`config.mk`:
```
export PLATFORM = sky130hd
export DESIGN_NAME = pcmc_ram
export DESIGN_NICKNAME = d
export VERILOG_FILES = /design/src/design/pcmc_ram.sv
export SDC_FILE = /design/constraint.sdc
export NUM_CORES = 1
export LEC_CHECK = 0
export BUFFER_PORTS_ARGS = -buffer_cell sky130_fd_sc_hd__buf_2
export CAP_MARGIN = 0
export CORE_MARGIN = 1
export CORE_UTILIZATION = 55
export DETAILED_ROUTE_END_ITERATION = 8
export PLACE_DENSITY_LB_ADDON = 0.25
export SETUP_SLACK_MARGIN = 0.15
export SLEW_MARGIN = 25
export SYNTH_ARGS = -nofsm -noshare
export SYNTH_HDL_FRONTEND = slang
export SYNTH_SLANG_ARGS = --single-unit
```
`constraint.sdc`:
```
create_clock -name clk_i -period 3 [get_ports clk_i]
set_clock_uncertainty 0.05 [all_clocks]
set_input_delay 0.3 -clock clk_i [delete_from_list [all_inputs] [get_ports clk_i]]
set_output_delay 0.3 -clock clk_i [all_outputs]
set_load 0.05 [all_outputs]
```
`src/design/pcmc_ram.sv`:
```
// ============================================================================
// pcmc_ram: generic single-port RAM
// One write or read per cycle, registered read data.
// ============================================================================
module pcmc_ram #(
  parameter int unsigned Width = 8,
  parameter int unsigned Depth = 16
) (
  input  logic                     clk_i,
  input  logic                     we_i,
  input  logic [$clog2(Depth)-1:0] addr_i,
  input  logic [Width-1:0]         wdata_i,
  output logic [Width-1:0]         rdata_o
);
  logic [Width-1:0] mem_q [Depth];

  // write port and registered read
  always_ff @(posedge clk_i) begin
    if (we_i) begin
      mem_q[addr_i] <= wdata_i;
    end
    rdata_o <= mem_q[addr_i];
  end
endmodule
```
==> impl_metrics.csv <==
group,metric,value,unit
sta,tns,0,ns
sta,max_freq,0.610,GHz
logic_synthesis,ys_types,18,
global_route,grt_pass1_vias,2485,
cts,cts_sinks,136,
global_route,grt_overflow_total,0,
sta,post-route-min-period,1.64,ns
logic_synthesis,synthArstFlopShare,0,
logic_synthesis,avgSynthCellArea,22.0,µm²
logic_synthesis,synth_largest_area_cell,"edfxtp_1",
cells_and_area,drive_gt1_frac,0.351,
logic_synthesis,synth_seq_cells,136,
cts,clock_latency,0.51,ns
cells_and_area,design_area,0.00596,mm²
critical_path,critPathSlowestCell,"nor2_1",
sta,finalSetupViolCount,0,
routing,drt-initial-drc-count,212,
cells_and_area,multi_input_comb_area,0.00100,mm²
cts,cts_tree,"done",
run_status,violations,"DRC",
die,die_h,98.0,µm
critical_path,cp_data_required_time,3.08,ns
global_route,antenna_found_initial,0,
sta,fin_crit_sh,0.547,
die,num_rows,34,
routing,ant_nets,0,
die,die_w,98.0,µm
sta,tightest_slew,0.812,ns
cts,cts_root_buf,"clkbuf_8",
placed_design,placed_area,0.00540,mm²
cells_and_area,diodes,0,
run,drv_cap,0,
cts,cts_htree_levels,4,
worst_hold_path,hold_path_class,"in -> reg",
cells_and_area,layout.nets,292,
logic_synthesis,synthTopCellsByCount,"edfxtp_1 (128), mux4_2 (32), a22oi_1 (16), nor2_1 (13), nand2_1 (9)",
routing,first_pass_iters,9,
cells_and_area,synthToLayoutAreaGrowth,17.7,%
logic_synthesis,ys.flop_type,"edfxtp_1",
placed_design,gp_congestion,0.729,
logic_synthesis,syn_nets,244,
die,start_util,0.575,
power,ir_worst_vdd,434,µV
power,p_per_area,721,mW/mm²
cells_and_area,register_area,0.00400,mm²
die,dieArea,0.00960,mm²
run_status,status,"complete, but fails checks",
critical_path,cpPeakStageDelay,0.60,ns
critical_path,worst_path_dominant_cell_family,"simple AND/OR/NAND/NOR gates",
global_route,grt_max_degree,25,
routing,avgViaCountPerCell,5.99,
die,ios,22,
cts,postCtsSetupBuffers,0,
cells_and_area,fillerInstances,545,
logic_synthesis,ys_warn_count,0,
sta,drv_slew,0,
critical_path,crit_chain,"buf_2, buf_4, nand2_1, nor2_1",
critical_path,crit_path_end_kind,"register",
sta,finalHoldViolCount,0,
cts,ctsLongestPathBuffers,2,
critical_path,cp.buffers_inverters,2,
routing,wirelength,9400,µm
global_route,grt_use_total,0.219,
logic_synthesis,synth.area.top_cells,"edfxtp_1 (76%), mux4_2 (14%), dfxtp_1 (3.2%)",
logic_synthesis,synth_edf_count,128,
placed_design,numPortBuffers,21,
critical_path,crit_fanout,19,
critical_path,worstSetupStartpointType,"input port",
die,core,0.00881,mm²
global_route,grt_first_pass_wirelength,14600,µm
routing,wl_per_cell,23.6,µm
routing,drc,4,
sta,slew_headroom,0.458,
logic_synthesis,synth_area,0.00507,mm²
logic_synthesis,yosysTopAreaCellShare,0.759,
cts,hold_buffers,0,
cts,cts-resized-gates,0,
critical_path,crit_type,"in -> reg",
power,leakage,0.00199,µW
routing,vias,2390,
critical_path,cp.arrival,1.72,ns
sta,rsz0062_at_grt,"no",
logic_synthesis,netlist_instances,230,
logic_synthesis,yosysSeqAreaShare,0.790,
logic_synthesis,synth_most_common_cell,"edfxtp_1",
cts,cts_buffers,17,
cts,clk_pin_slew,0.06,ns
placed_design,dp_hpwl,5760,µm
path summary, 6_finish.rpt:
check        cells after the start      endpoint          from  slack, ns
max reg2reg                      3    rdata_o[7]   mem_q[3][7]       1.56
min                              1   mem_q[0][5]    wdata_i[5]       0.12
min reg2reg                      3    rdata_o[3]  mem_q[14][3]       0.61
max                              4  mem_q[15][0]     addr_i[0]       1.36
per-layer routing:
layer | up-vias | GRT usage | routed length [µm]
li1 | 1060 | - | -
met1 | 1241 | 0.299 | 3860
met2 | 81 | 0.334 | 4900
met3 | 8 | 0.0558 | 537
met4 | 0 | 0.105 | 104
met5 | - | 0 | 0
placed cells by master (no fill, tap or decap), drive strengths merged, types with 2 or more instances in the layout:
cell type	Yosys	layout
clkinvlp	0	2
mux4	32	32
nand2	9	9
dfxtp	8	8
nor2b	2	2
bufinv	0	2
buf	8	40
clkbuf	3	19
nand3b	2	2
nor3	4	4
a22oi	16	16
nand2b	2	2
clkinv	0	8
nor2	13	13
edfxtp	128	128
worst reg2reg max path, stage by stage, from the launching register on:
cell	delay (ns)
edfxtp_1	0.38
mux4_2	0.47
a22oi_1	0.32
nand2_1	0.10
sequential cells by signal, indices dropped and copies added, names as in the netlist:
name / flops
mem_q: 128
rdata_o: 8
where the power goes:
group | switching (µW) | internal [µW]
Combinational | 153 | 84.2
Sequential | 12.9 | 2120
Clock | 730 | 1190
Total | 896 | 3400
through the flow:
stage          total power, µW  hold WS [ns]  cells  worst slack, ns  utilization
6_report                  4300         0.125    399             1.36        0.677
5_1_grt                   4430         0.115    399             1.19        0.677
4_1_cts                   4330         0.106    399             1.34        0.677
3_5_place_dp              2420         0.613    367            0.792        0.614
3_3_place_gp              2410         0.601    367            0.836        0.614
2_1_floorplan             2330         0.349    230             1.16            -
logic make-up (layout without fill, tap and decap cells):
| group | after synthesis | after routing | share of synthesized area |
|---|---|---|---|
| AND/OR/NAND/NOR | 35 | 35 | 0.0321 |
| flip-flops | 136 | 136 | 0.790 |
| multiplexers | 32 | 32 | 0.142 |
| buffers and inverters | 11 | 72 | 0.0119 |
| AO/OA/AOI/OAI | 16 | 16 | 0.0237 |
layout make-up:
| cell class | count | area share |
|---|---|---|
| clock inverters | 13 | 0.0216 |
| multi-input cells | 83 | 0.168 |
| flip-flops and latches | 136 | 0.671 |
| repair buffers | 40 | 0.0436 |
| clock buffers | 19 | 0.0724 |
| well taps | 108 | 0.0227 |
No activity file was read; power rests on OpenSTA's default activity.
